[config.mk]
export PLATFORM = sky130hd
export DESIGN_NAME = rc5_block_cipher_top
export DESIGN_NICKNAME = d
export VERILOG_FILES = /design/src/rtl/rc5_pkg.sv /design/src/rtl/rc5_block_cipher_top.sv /design/src/rtl/rc5_ram.sv /design/src/rtl/rc5_alu.sv /design/src/rtl/rc5_seq.sv
export VERILOG_INCLUDE_DIRS = /design/src /design/src/rtl
export SDC_FILE = /design/constraint.sdc
export NUM_CORES = 2
export LEC_CHECK = 0
export BUFFER_PORTS_ARGS = -buffer_cell sky130_fd_sc_hd__buf_2
export CORE_ASPECT_RATIO = 0.8
export CORE_MARGIN = 3
export CORE_UTILIZATION = 45
export CTS_CLUSTER_DIAMETER = 30
export CTS_CLUSTER_SIZE = 25
export DETAILED_ROUTE_END_ITERATION = 8
export SYNTH_ARGS = -nofsm -noshare
export SYNTH_HDL_FRONTEND = slang
export SYNTH_HIERARCHICAL = 1
export SYNTH_SLANG_ARGS = --single-unit
[constraint.sdc]
create_clock -name clock -period 24.6 [get_ports clock]
set_input_delay 7.38 -clock clock [delete_from_list [all_inputs] [get_ports clock]]
set_output_delay 7.38 -clock clock [all_outputs]
set_load 0.1 [all_outputs]
[src/rtl/rc5_block_cipher_top_defines.svh]
// assertion macros shared by the rc5 block cipher rtl
// no dependencies; included by files that carry concurrent assertions
`ifndef RC5_BLOCK_CIPHER_TOP_DEFINES_SVH
`define RC5_BLOCK_CIPHER_TOP_DEFINES_SVH

// same-cycle implication, disabled while reset is high
`define RC5_ASSERT_IMP(label, clk, rst, ante, cons, msg) \
   label: assert property (@(posedge clk) disable iff (rst) (ante) |-> (cons)) \
      else $error(msg);

// next-cycle implication, disabled while reset is high
`define RC5_ASSERT_NEXT(label, clk, rst, ante, cons, msg) \
   label: assert property (@(posedge clk) disable iff (rst) (ante) |=> (cons)) \
      else $error(msg);

`endif

[src/rtl/rc5_pkg.sv]
// types, constants and codes for the rc5 block cipher
// no dependencies; imported by rc5_block_cipher_top, rc5_alu and rc5_seq
`timescale 1ns / 1ps

package rc5_pkg;

   // default cipher shape
   localparam int RC5_ROUNDS    = 12;
   localparam int RC5_KEY_BYTES = 16;
   localparam int WORD_W        = 32;
   localparam int KEY_REG_W     = 64;
   localparam int MIX_PASSES    = 3;

   // key schedule magic numbers
   localparam logic [WORD_W-1:0] MAGIC_P = 32'hb7e15163;
   localparam logic [WORD_W-1:0] MAGIC_Q = 32'h9e3779b9;

   // register indexes
   localparam int CSR_IDX_W = 1;
   localparam logic [CSR_IDX_W-1:0] CSR_KEY_LOW  = 1'd0;
   localparam logic [CSR_IDX_W-1:0] CSR_KEY_HIGH = 1'd1;

   // command codes
   localparam logic [1:0] CMD_EXPAND  = 2'd0;
   localparam logic [1:0] CMD_ENCRYPT = 2'd1;
   localparam logic [1:0] CMD_DECRYPT = 2'd2;
   localparam logic [1:0] CMD_UNUSED  = 2'd3;

   typedef struct packed {
      logic [1:0]        cmd;
      logic [WORD_W-1:0] word_a;
      logic [WORD_W-1:0] word_b;
   } req_word_type;

   typedef struct packed {
      logic [WORD_W-1:0] out_a;
      logic [WORD_W-1:0] out_b;
   } rsp_word_type;

   typedef enum logic [2:0] {
      ST_CLEAR,
      ST_IDLE,
      ST_INIT,
      ST_MIX_A,
      ST_MIX_B,
      ST_ENC,
      ST_DEC
   } state_type;

   typedef enum logic [2:0] {
      OP_ADD,
      OP_SUB,
      OP_ENC,
      OP_DEC,
      OP_MIX_A,
      OP_MIX_B
   } alu_op_type;

   // source of the third alu operand
   typedef enum logic [1:0] {
      SSEL_RAM,
      SSEL_KEY,
      SSEL_MAGIC
   } s_sel_type;

   // source of subkey table write data
   typedef enum logic [1:0] {
      WSEL_ZERO,
      WSEL_ACC,
      WSEL_ALU
   } wd_sel_type;

   // sequencer to datapath control
   typedef struct packed {
      alu_op_type op;
      logic       swap;
      s_sel_type  s_sel;
      logic       a_we;
      logic       b_we;
      logic       l_we;
      logic       ld_req;
      logic       ld_magic;
      logic       l_load;
      logic       ab_clr;
      logic       ram_we;
      wd_sel_type wd_sel;
      logic       rsp_fire;
   } ctl_type;

endpackage

[src/rtl/rc5_block_cipher_top.sv]
// top level of the rc5-32 block cipher: key registers, datapath, subkey table
// depends on rc5_pkg, rc5_ram, rc5_alu, rc5_seq and rc5_block_cipher_top_defines.svh
//
//   channel   ports                          handshake
//   request   start, busy, req_word          taken when start and not busy
//   response  rsp_strobe, rsp_word           one cycle strobe, no back pressure
//   csr       csr_we, csr_index, csr_wdata   written when csr_we is high
//
// with T = 2*ROUNDS+2 table words: encrypt and decrypt step through the T
// subkeys on the shared alu, one half round per cycle, and the strobe follows in
// the next cycle, during which a new word may already be taken.
// key expansion fills the T table words, then runs three passes of T mixing
// steps, two alu passes per step, and gives no response word.
// after reset a clearing pass writes zero to the T table entries, one per
// cycle, with busy high; csr writes are taken throughout.
`timescale 1ns / 1ps
`include "rc5_block_cipher_top_defines.svh"

module rc5_block_cipher_top
   import rc5_pkg::*;
#(
   parameter int ROUNDS    = RC5_ROUNDS,
   parameter int KEY_BYTES = RC5_KEY_BYTES
) (
   input  logic                 clock,
   input  logic                 reset,
   input  logic                 start,
   output logic                 busy,
   input  req_word_type         req_word,
   output logic                 rsp_strobe,
   output rsp_word_type         rsp_word,
   input  logic                 csr_we,
   input  logic [CSR_IDX_W-1:0] csr_index,
   input  logic [KEY_REG_W-1:0] csr_wdata
);

   localparam int TABLE_WORDS = 2 * ROUNDS + 2;
   localparam int ADDR_W      = $clog2(TABLE_WORDS);
   localparam int KEY_WORDS   = (KEY_BYTES + 3) / 4;
   localparam int KIDX_W      = (KEY_WORDS > 1) ? $clog2(KEY_WORDS) : 1;

   logic [KEY_REG_W-1:0] key_low_ff, key_high_ff;
   logic [WORD_W-1:0]    a_ff, a_in, b_ff, b_in;
   logic [WORD_W-1:0]    l_ff [KEY_WORDS];
   logic [WORD_W-1:0]    l_in [KEY_WORDS];
   logic [WORD_W-1:0]    key_word [KEY_WORDS];
   logic                 rsp_strobe_ff;

   ctl_type              ctl;
   logic [ADDR_W-1:0]    raddr, waddr;
   logic [KIDX_W-1:0]    l_idx;
   logic [WORD_W-1:0]    ram_rdata, ram_wdata;
   logic [WORD_W-1:0]    alu_x, alu_y, alu_s, alu_res;
   logic [2*KEY_REG_W-1:0] key_bytes;

   // key registers
   always_ff @(posedge clock) begin
      if (reset) begin
         key_low_ff  <= '0;
         key_high_ff <= '0;
      end else if (csr_we) begin
         case (csr_index)
            CSR_KEY_LOW:  key_low_ff  <= csr_wdata;
            CSR_KEY_HIGH: key_high_ff <= csr_wdata;
            default:      key_low_ff  <= key_low_ff;
         endcase
      end
   end

   // key bytes packed little endian into words, bytes past the key length read zero
   assign key_bytes = {key_high_ff, key_low_ff};
   always_comb begin
      for (int w = 0; w < KEY_WORDS; w++) begin
         for (int n = 0; n < 4; n++) begin
            key_word[w][8*n +: 8] = ((4*w + n) < KEY_BYTES) ?
                                    key_bytes[8*(4*w + n) +: 8] : 8'h00;
         end
      end
   end

   rc5_seq #(
      .TABLE_WORDS (TABLE_WORDS),
      .KEY_WORDS   (KEY_WORDS)
   ) u_seq (
      .clock (clock),
      .reset (reset),
      .start (start),
      .cmd   (req_word.cmd),
      .busy  (busy),
      .ctl   (ctl),
      .raddr (raddr),
      .waddr (waddr),
      .l_idx (l_idx)
   );

   // operand select for the shared unit
   assign alu_x = ctl.swap ? b_ff : a_ff;
   assign alu_y = ctl.swap ? a_ff : b_ff;
   always_comb begin
      case (ctl.s_sel)
         SSEL_RAM:   alu_s = ram_rdata;
         SSEL_KEY:   alu_s = l_ff[l_idx];
         SSEL_MAGIC: alu_s = MAGIC_Q;
         default:    alu_s = ram_rdata;
      endcase
   end

   rc5_alu u_alu (
      .op  (ctl.op),
      .x   (alu_x),
      .y   (alu_y),
      .s   (alu_s),
      .res (alu_res)
   );

   // subkey table write data
   always_comb begin
      case (ctl.wd_sel)
         WSEL_ZERO: ram_wdata = '0;
         WSEL_ACC:  ram_wdata = a_ff;
         WSEL_ALU:  ram_wdata = alu_res;
         default:   ram_wdata = '0;
      endcase
   end

   rc5_ram #(
      .WIDTH (WORD_W),
      .DEPTH (TABLE_WORDS)
   ) u_table (
      .clock   (clock),
      .wr_en   (ctl.ram_we),
      .wr_addr (waddr),
      .wr_data (ram_wdata),
      .rd_addr (raddr),
      .rd_data (ram_rdata)
   );

   // working words a and b
   always_comb begin
      a_in = a_ff;
      b_in = b_ff;
      if (ctl.ld_req) begin
         a_in = req_word.word_a;
         b_in = req_word.word_b;
      end else if (ctl.ld_magic) begin
         a_in = MAGIC_P;
      end else if (ctl.ab_clr) begin
         a_in = '0;
         b_in = '0;
      end else begin
         if (ctl.a_we) a_in = alu_res;
         if (ctl.b_we) b_in = alu_res;
      end
   end

   // key word scratch for the mixing steps
   always_comb begin
      for (int w = 0; w < KEY_WORDS; w++) begin
         if (ctl.l_load) begin
            l_in[w] = key_word[w];
         end else if (ctl.l_we && (l_idx == KIDX_W'(w))) begin
            l_in[w] = alu_res;
         end else begin
            l_in[w] = l_ff[w];
         end
      end
   end

   always_ff @(posedge clock) begin
      a_ff <= a_in;
      b_ff <= b_in;
      for (int w = 0; w < KEY_WORDS; w++) begin
         l_ff[w] <= l_in[w];
      end
   end

   // response strobe
   always_ff @(posedge clock) begin
      if (reset) begin
         rsp_strobe_ff <= 1'b0;
      end else begin
         rsp_strobe_ff <= ctl.rsp_fire;
      end
   end

   assign rsp_strobe     = rsp_strobe_ff;
   assign rsp_word.out_a = a_ff;
   assign rsp_word.out_b = b_ff;

   // checks
   `RC5_ASSERT_IMP(a_rsp_idle, clock, reset, rsp_strobe, !busy, "response while busy")
   `RC5_ASSERT_NEXT(a_rsp_single, clock, reset, rsp_strobe, !rsp_strobe, "strobe held")
   `RC5_ASSERT_NEXT(a_cmd_busy, clock, reset,
      (start && !busy && (req_word.cmd != CMD_UNUSED)), busy, "command not started")

endmodule

[src/rtl/rc5_ram.sv]
// generic single write, single read ram with registered read data
// no dependencies
`timescale 1ns / 1ps

module rc5_ram #(
   parameter int WIDTH = 32,
   parameter int DEPTH = 26
) (
   input  logic                     clock,
   input  logic                     wr_en,
   input  logic [$clog2(DEPTH)-1:0] wr_addr,
   input  logic [WIDTH-1:0]         wr_data,
   input  logic [$clog2(DEPTH)-1:0] rd_addr,
   output logic [WIDTH-1:0]         rd_data
);

   logic [WIDTH-1:0] mem_ff [DEPTH];
   logic [WIDTH-1:0] rd_data_ff;

   // write port and registered read port
   always_ff @(posedge clock) begin
      if (wr_en) begin
         mem_ff[wr_addr] <= wr_data;
      end
      rd_data_ff <= mem_ff[rd_addr];
   end

   assign rd_data = rd_data_ff;

endmodule

[src/rtl/rc5_alu.sv]
// shared add, subtract, xor and rotate unit used by every cipher and key schedule step
// depends on rc5_pkg
`timescale 1ns / 1ps

module rc5_alu
   import rc5_pkg::*;
(
   input  alu_op_type        op,
   input  logic [WORD_W-1:0] x,
   input  logic [WORD_W-1:0] y,
   input  logic [WORD_W-1:0] s,
   output logic [WORD_W-1:0] res
);

   function automatic logic [WORD_W-1:0] rotl(input logic [WORD_W-1:0] v,
                                              input logic [4:0] n);
      logic [2*WORD_W-1:0] d;
      d = {v, v} << n;
      return d[2*WORD_W-1:WORD_W];
   endfunction

   function automatic logic [WORD_W-1:0] rotr(input logic [WORD_W-1:0] v,
                                              input logic [4:0] n);
      logic [2*WORD_W-1:0] d;
      d = {v, v} >> n;
      return d[WORD_W-1:0];
   endfunction

   logic [WORD_W-1:0] xy_sum;
   logic [WORD_W-1:0] xys_sum;

   assign xy_sum  = x + y;
   assign xys_sum = xy_sum + s;

   // operation select
   always_comb begin
      case (op)
         OP_ADD:   res = x + s;
         OP_SUB:   res = x - s;
         OP_ENC:   res = rotl(x ^ y, y[4:0]) + s;
         OP_DEC:   res = rotr(x - s, y[4:0]) ^ y;
         OP_MIX_A: res = rotl(xys_sum, 5'd3);
         OP_MIX_B: res = rotl(xys_sum, xy_sum[4:0]);
         default:  res = x;
      endcase
   end

endmodule

[src/rtl/rc5_seq.sv]
// sequencer for table clear, key expansion, encrypt and decrypt
// depends on rc5_pkg
`timescale 1ns / 1ps

module rc5_seq
   import rc5_pkg::*;
#(
   parameter int TABLE_WORDS = 2 * RC5_ROUNDS + 2,
   parameter int KEY_WORDS   = (RC5_KEY_BYTES + 3) / 4
) (
   input  logic                           clock,
   input  logic                           reset,
   input  logic                           start,
   input  logic [1:0]                     cmd,
   output logic                           busy,
   output ctl_type                        ctl,
   output logic [$clog2(TABLE_WORDS)-1:0] raddr,
   output logic [$clog2(TABLE_WORDS)-1:0] waddr,
   output logic [((KEY_WORDS > 1) ? $clog2(KEY_WORDS) : 1)-1:0] l_idx
);

   localparam int ADDR_W = $clog2(TABLE_WORDS);
   localparam int KIDX_W = (KEY_WORDS > 1) ? $clog2(KEY_WORDS) : 1;
   localparam logic [ADDR_W-1:0] LAST_K = ADDR_W'(TABLE_WORDS - 1);
   localparam logic [KIDX_W-1:0] LAST_J = KIDX_W'(KEY_WORDS - 1);
   localparam logic [1:0]        LAST_PASS = 2'(MIX_PASSES - 1);

   state_type         state_ff, state_in;
   logic [ADDR_W-1:0] k_ff, k_in;
   logic [KIDX_W-1:0] j_ff, j_in;
   logic [1:0]        pass_ff, pass_in;

   // state and counters
   always_ff @(posedge clock) begin
      if (reset) begin
         state_ff <= ST_CLEAR;
         k_ff     <= '0;
         j_ff     <= '0;
         pass_ff  <= '0;
      end else begin
         state_ff <= state_in;
         k_ff     <= k_in;
         j_ff     <= j_in;
         pass_ff  <= pass_in;
      end
   end

   // next state and step controls
   always_comb begin
      state_in = state_ff;
      k_in     = k_ff;
      j_in     = j_ff;
      pass_in  = pass_ff;
      ctl      = '{op: OP_ADD, s_sel: SSEL_RAM, wd_sel: WSEL_ZERO, default: 1'b0};
      case (state_ff)
         ST_CLEAR: begin
            ctl.ram_we = 1'b1;
            ctl.wd_sel = WSEL_ZERO;
            if (k_ff == LAST_K) begin
               k_in     = '0;
               state_in = ST_IDLE;
            end else begin
               k_in = k_ff + 1'b1;
            end
         end
         ST_IDLE: begin
            if (start) begin
               case (cmd)
                  CMD_EXPAND: begin
                     ctl.ld_magic = 1'b1;
                     ctl.l_load   = 1'b1;
                     k_in         = '0;
                     state_in     = ST_INIT;
                  end
                  CMD_ENCRYPT: begin
                     ctl.ld_req = 1'b1;
                     k_in       = '0;
                     state_in   = ST_ENC;
                  end
                  CMD_DECRYPT: begin
                     ctl.ld_req = 1'b1;
                     k_in       = LAST_K;
                     state_in   = ST_DEC;
                  end
                  default: begin
                     state_in = ST_IDLE;
                  end
               endcase
            end
         end
         // fill the table with the arithmetic progression p + i*q
         ST_INIT: begin
            ctl.ram_we = 1'b1;
            ctl.wd_sel = WSEL_ACC;
            ctl.op     = OP_ADD;
            ctl.s_sel  = SSEL_MAGIC;
            ctl.a_we   = 1'b1;
            if (k_ff == LAST_K) begin
               ctl.ab_clr = 1'b1;
               k_in       = '0;
               j_in       = '0;
               pass_in    = '0;
               state_in   = ST_MIX_A;
            end else begin
               k_in = k_ff + 1'b1;
            end
         end
         // subkey half of a mixing step
         ST_MIX_A: begin
            ctl.op     = OP_MIX_A;
            ctl.s_sel  = SSEL_RAM;
            ctl.a_we   = 1'b1;
            ctl.ram_we = 1'b1;
            ctl.wd_sel = WSEL_ALU;
            state_in   = ST_MIX_B;
         end
         // key word half of a mixing step
         ST_MIX_B: begin
            ctl.op    = OP_MIX_B;
            ctl.s_sel = SSEL_KEY;
            ctl.b_we  = 1'b1;
            ctl.l_we  = 1'b1;
            j_in      = (j_ff == LAST_J) ? '0 : j_ff + 1'b1;
            state_in  = ST_MIX_A;
            if (k_ff == LAST_K) begin
               k_in = '0;
               if (pass_ff == LAST_PASS) begin
                  state_in = ST_IDLE;
               end else begin
                  pass_in = pass_ff + 1'b1;
               end
            end else begin
               k_in = k_ff + 1'b1;
            end
         end
         // one half round per cycle, subkeys in ascending order
         ST_ENC: begin
            ctl.s_sel = SSEL_RAM;
            if (k_ff == '0) begin
               ctl.op   = OP_ADD;
               ctl.a_we = 1'b1;
            end else if (k_ff == ADDR_W'(1)) begin
               ctl.op   = OP_ADD;
               ctl.swap = 1'b1;
               ctl.b_we = 1'b1;
            end else begin
               ctl.op   = OP_ENC;
               ctl.swap = k_ff[0];
               ctl.a_we = ~k_ff[0];
               ctl.b_we = k_ff[0];
            end
            if (k_ff == LAST_K) begin
               ctl.rsp_fire = 1'b1;
               k_in         = '0;
               state_in     = ST_IDLE;
            end else begin
               k_in = k_ff + 1'b1;
            end
         end
         // one half round per cycle, subkeys in descending order
         ST_DEC: begin
            ctl.s_sel = SSEL_RAM;
            if (k_ff == '0) begin
               ctl.op       = OP_SUB;
               ctl.a_we     = 1'b1;
               ctl.rsp_fire = 1'b1;
               state_in     = ST_IDLE;
            end else if (k_ff == ADDR_W'(1)) begin
               ctl.op   = OP_SUB;
               ctl.swap = 1'b1;
               ctl.b_we = 1'b1;
            end else begin
               ctl.op   = OP_DEC;
               ctl.swap = k_ff[0];
               ctl.a_we = ~k_ff[0];
               ctl.b_we = k_ff[0];
            end
            if (k_ff != '0) begin
               k_in = k_ff - 1'b1;
            end
         end
         default: begin
            state_in = ST_CLEAR;
            k_in     = '0;
         end
      endcase
   end

   // read one step ahead so registered ram data lines up with the step
   assign raddr = k_in;
   assign waddr = k_ff;
   assign l_idx = j_ff;
   assign busy  = (state_ff != ST_IDLE);

endmodule
* Word level (Yosys, flattened, before mapping)
Memories as Yosys holds them, arrays and structs flattened. A register that Yosys moved wholly into a read port is not among the register bits.
Cells that the tools add are included.
** Word-level totals
- Flip-flop bits (word level) :: 205
- Memory bits (writable) :: 960
- Bits of input ports :: 135
- Output and inout bits :: 66
- Logic and storage cells :: 156
- Memories :: 2
** Operators by class
- $add $sub $neg :: 9
- Eq/ne operators :: 35
- Shift operators :: 3
- Mux-type cells :: 69
- Bitwise gates (word level) :: 4
- Reductions and logical operators :: 25
** Memory list
- u_table.mem_ff :: words 26, width 32, rd ports 1, clocked after Yosys merged registers in 1, wr ports 1, RTL line rc5_ram.sv:17 : logic [WIDTH-1:0] mem_ff [DEPTH];
- l_ff :: words 4, width 32, rd ports 1, clocked after Yosys merged registers in 1, wr ports 4, RTL line rc5_block_cipher_top.sv:44 : logic [WORD_W-1:0] l_ff [KEY_WORDS];
** Operators by type and width (number)
- 32-bit two-way mux :: 18
- 32-bit case mux with 6 select lines :: 1
- 32-bit adder :: 4
- 32-bit case mux with 2 select lines :: 2
- 64-bit by 5-bit << shifter with 64-bit output :: 2
- 64-bit by 5-bit right shift with 32-bit output :: 1
- 32-bit bitwise XOR :: 2
- 32-bit subtractor :: 1
- 3-bit two-way mux :: 9
- 2-bit two-way mux :: 10
- 5-bit case mux with 4 select lines :: 1
- 3-bit case mux with 3 select lines :: 2
- 3-bit case mux with 6 select lines :: 1
- 3-bit == test, second input constant :: 5
- 5-bit two-way mux :: 3
- 1-bit two-way mux :: 13
- 2-bit == test, second input constant :: 6
- 3-bit by 2-bit == test with 1-bit output, second input constant :: 4
- 2-bit != test, second input constant :: 6
- 2-bit case mux with 2 select lines :: 3
- 3-bit case mux with 4 select lines :: 1
- 2-bit by 1-bit != test with 1-bit output, second input constant :: 5
- 5-bit case mux with 2 select lines :: 1
- 2-bit OR reduction :: 5
- 21 further kinds :: 39

* Longest topological paths before layout
- Depth after elaboration :: 13
- Gate-level depth with buffers :: 41
- Mapped depth without buffers :: 36

* Cells and area by module
The synthesis kept the hierarchy.
** By module, submodules not included
- rc5_ram :: times used 1, cells an instance 1540, area each 32856.5 sq um, seq. area each 25624.6 sq um
- rc5_alu :: times used 1, cells an instance 2261, area each 15349.7 sq um, seq. area each 0.0 sq um
- rc5_block_cipher_top :: times used 1, cells an instance 1548, area each 14889.3 sq um, seq. area each 8348.0 sq um
- rc5_seq :: times used 1, cells an instance 153, area each 1206.2 sq um, seq. area each 240.2 sq um

* Least setup slack after synthesis
No wires, ideal clock.
- Kind :: input -> register
- From :: input port req_word[64] (netlist name)
- To :: register b_ff[0] (enable)
- Setup time :: 0.428 ns
- Arrival time :: 9.795 ns
- Required time :: 24.172 ns
- Path slack :: 14.377 ns
- Cell stages on the path :: 8
- Path buffers :: 3
- Path through :: inv_1 ha_1 nand2_1 nor2_1 buf_4 buf_2 clkbuf_1 o21bai_1
** RTL lines
- start, declared :: RTL line rc5_block_cipher_top.sv:29 : input req_word_type req_word,
- end signal, assigned :: RTL line rc5_block_cipher_top.sv:171 : b_ff <= b_in;
- end, declared :: RTL line rc5_block_cipher_top.sv:43 : logic [WORD_W-1:0] a_ff, a_in, b_ff, b_in;

==> out/results.txt <==
Design Power: 7.14 mW
min setup slack post-route: 11.96 ns
transition time at the pin with the least slew margin: 1.42 ns
number of distinct library cell variants in the gate-level netlist after synthesis: 111
cell type of the slowest stage on the worst timing path: sky130_fd_sc_hd__a21oi_1
final setup violating endpoints: 0
worst-case clock buffer depth: 3
YS warnings: 6
number of cells traversed by the worst register-to-register path: 30
total clock sinks: 1,197
startpoint types: register
power density cells: 95.1 mW/mm^2
most instantiated flip-flop cell in the synthesis netlist: sky130_fd_sc_hd__edfxtp_1
post-synth net total: 5,783
Hold/Removal Path Class: reg -> reg
Worst Setup Path Type: reg -> reg
CTS buffer count: 215
cell area after technology mapping: 0.0643 mm^2
launch instance of the worst min-delay path: key_high_ff[54]
count of nets after finishing: 5,984
number of endpoints with negative hold slack in the final report: 0
count of standard-cell rows: 123
clock transition at the registers of the reported paths: 0.05 ns
static leakage: 28.7 nW
Port-buffer cells: 200
hold path depth: 2
clock tree from TritonCTS: built
period utilisation layout: 0.514
CP bufs+invs: 7
Worst Hold Endpoint: key_high_ff[54]
via count of the first global-routing pass: 46,593
required arrival time at the worst endpoint: 25.20 ns
number of remaining DRC errors: 0
worst r2r src: u_seq/waddr[0]
slew margin rel.: 0.0464
total congestion overflow: 0
vias per cell: 6.51
worst-path maximum fanout: 61
cell repeated most along the worst path: sky130_fd_sc_hd__buf_4
mean cell area of the mapped netlist: 11.7 um^2
standard cell core area: 0.141 mm^2
initial antenna violation count: 15
worst skew pair latency: 0.80 ns
peak supply drop: 63.8 uV
routed length per instance: 33.4 um
worst reg2reg path endpoint: u_table/mem_ff[16][27]
cells resized by post-CTS repair: 0
number of max-capacitance violations reported: 0
starting density of the core: 0.455
synthesis-stage register bit count: 1,197
max-slew violation count: 0
maximum clock rate: 0.0791 GHz
Layout fillers: 11,987
cell depth of the worst setup path: 30
final wirelength: 260 mm
io pins: 201
Final Skew: 0.0610 ns
Post-Syn Instances: 5,502
signal arrival time at the worst endpoint: 13.25 ns
clock root buffer: sky130_fd_sc_hd__clkbuf_16
kind of cell adding the most delay to the critical path: compound AO/OA/AOI/OAI gates
post-route antenna net violation count: 0
Post-CTS Setup Bufs: 0
pin count of the biggest net entering global routing: 111
number of hold buffers added after cts: 0
die footprint: 0.147 mm^2
die width: 429 um
result of the run: complete, no violations
Via Count: 50,599
fin crit period: 12.64 ns
endpoint class of the critical path: register
maximum level of the CTS H-tree: 4
layout cells sized above 1: 0.207
hpwl dp: 179 mm
DRC violation total after the first TritonRoute iteration: 7,756
number of enable flip-flop cells after synthesis: 1,024
R2R setup slack: 11.96 ns
share of async-settable or async-resettable flops after synthesis: 0
total iterations of the first detailed-routing run: 7
Total GRT Usage: 0.342
setup repair after global routing missed its margin: no
area growth from synthesis to final layout: 16.8%
first-pass GRT wire length: 358 mm
final-layout setup total negative slack: 0 ns
part of the Yosys area used for sequential elements: 0.532
placer congestion estimate: 1.15
delay contributed by the slowest stage of the critical path: 0.79 ns
setup slack after placement: 11.49 ns
Chip Height: 344 um
[metal layers]
layer | up-vias | global-route usage | part of all wire
met5 | - | 0.00546 | 0.00065
met4 | 10 | 0.150 | 0.048
met3 | 560 | 0.120 | 0.13
met2 | 3297 | 0.473 | 0.41
met1 | 25361 | 0.484 | 0.41
li1 | 21371 | - | -
[report_power, final]
part           switching (mW)  internal (mW)
clock                    1.04           1.98
combinational            1.26          0.542
sequential             0.0304           2.29
total                    2.33           4.81
[worst reg2reg max path, delay by kind of cell, from the launching register on]
kind,cells,cell delay [ns]
AO/OA/AOI/OAI,11,4.88
buffers and inverters,7,2.21
adder cells (fa/ha/maj),3,1.31
AND/OR/NAND/NOR,5,1.28
multiplexers,2,1.23
XOR/XNOR,2,0.89
flip-flops,1,0.65
[area by class of cell]
| class | instances | area (um^2) | share of cell area |
|---|---|---|---|
| clock inverter | 149 | 1820 | 0.0243 |
| multi-input combinational | 3843 | 28500 | 0.379 |
| sequential | 1197 | 34200 | 0.456 |
| inverter | 96 | 360 | 0.00480 |
| clock buffer | 256 | 5730 | 0.0763 |
| tap | 1875 | 2350 | 0.0312 |
| timing repair buffer | 350 | 2140 | 0.0285 |
| antenna | 11 | 27.5 | 0.000367 |
[kinds of logic after synthesis]
logic type	Yosys count	share of synthesized area
xor+xnor	143	0.0195
compound gates	1331	0.138
buf+inv	462	0.0314
mux	644	0.143
flops	1197	0.532
fa+ha+maj	146	0.0289
simple gates	1579	0.107
[worst max path at each step]
stage	start	end	slack, ns
after global routing	u_seq/waddr[0]	u_table/mem_ff[17][27]	11.83
after floorplan	req_word[64]	b_ff[0]	14.38
after detailed placement	req_word[64]	u_table/rd_data[0]	11.49
after CTS	req_word[64]	u_table/rd_data[0]	12.39
after global placement	req_word[64]	u_table/rd_data[0]	11.60
final	u_seq/waddr[0]	u_table/mem_ff[16][27]	11.96
[cell usage in the layout (no fill, tap or decap), types with 32 or more instances in the layout]
cell	synthesis	layout
sky130_fd_sc_hd__buf_2	81	199
sky130_fd_sc_hd__nand2b_1	60	57
sky130_fd_sc_hd__a211oi_1	51	51
sky130_fd_sc_hd__nor3_1	59	57
sky130_fd_sc_hd__a21o_1	57	57
sky130_fd_sc_hd__o21ai_0	245	242
sky130_fd_sc_hd__mux2i_1	234	234
sky130_fd_sc_hd__edfxtp_1	1024	1024
sky130_fd_sc_hd__xnor2_1	89	89
sky130_fd_sc_hd__clkbuf_16	0	218
sky130_fd_sc_hd__mux4_1	39	39
sky130_fd_sc_hd__nor2_1	307	276
sky130_fd_sc_hd__o311ai_1	33	33
sky130_fd_sc_hd__ha_1	142	141
sky130_fd_sc_hd__nand3_1	45	42
sky130_fd_sc_hd__mux4_2	147	147
sky130_fd_sc_hd__clkinv_2	0	34
sky130_fd_sc_hd__a31oi_1	34	33
sky130_fd_sc_hd__inv_1	93	92
sky130_fd_sc_hd__o211ai_1	43	43
sky130_fd_sc_hd__nand2_1	896	894
sky130_fd_sc_hd__mux2_2	223	222
sky130_fd_sc_hd__o22ai_1	32	32
sky130_fd_sc_hd__xor2_1	54	52
sky130_fd_sc_hd__a21oi_1	379	378
sky130_fd_sc_hd__dfxtp_1	173	172
sky130_fd_sc_hd__buf_4	21	149
sky130_fd_sc_hd__a22oi_1	105	105
sky130_fd_sc_hd__nor2b_1	43	41
sky130_fd_sc_hd__a22o_1	67	67
[registers in the layout, summed over array words and instances, names as in the netlist]
name             count
u_seq/l_idx          2
u_seq/waddr          5
key_high_ff         64
l_ff               128
u_seq/pass_ff        2
u_seq/state_ff       3
b_ff                32
u_table/mem_ff     832
rsp_strobe           1
a_ff                32
key_low_ff          64
u_table/rd_data     32
[synthesized netlist by cell type, types with 57 or more instances]
master,count,area [um^2]
sky130_fd_sc_hd__a21oi_1,379,1900
sky130_fd_sc_hd__o21ai_0,245,1230
sky130_fd_sc_hd__dfxtp_1,173,3460
sky130_fd_sc_hd__edfxtp_1,1024,30700
sky130_fd_sc_hd__nand2_1,896,3360
sky130_fd_sc_hd__buf_2,81,405
sky130_fd_sc_hd__nor2_1,307,1150
sky130_fd_sc_hd__xnor2_1,89,780
sky130_fd_sc_hd__a21o_1,57,428
sky130_fd_sc_hd__a22o_1,67,587
sky130_fd_sc_hd__mux2_2,223,2510
sky130_fd_sc_hd__nor3_1,59,295
sky130_fd_sc_hd__inv_1,93,349
sky130_fd_sc_hd__clkbuf_1,209,785
sky130_fd_sc_hd__a22oi_1,105,788
sky130_fd_sc_hd__nand2b_1,60,375
sky130_fd_sc_hd__mux4_2,147,3310
sky130_fd_sc_hd__mux2i_1,234,2340
sky130_fd_sc_hd__ha_1,142,1780
[through the flow]
step | instances | util | area (um^2) | hold slack, ns
detailed placement | 7360 | 0.478 | 67500 | 0.447
floorplan | 5502 | - | 64300 | 0.437
finish | 7777 | 0.532 | 75100 | 0.453
global route | 7767 | 0.531 | 75100 | 0.469
CTS | 7765 | 0.531 | 75100 | 0.453
global placement | 7360 | 0.478 | 67500 | 0.443
(Power assumes the default switching activity.)
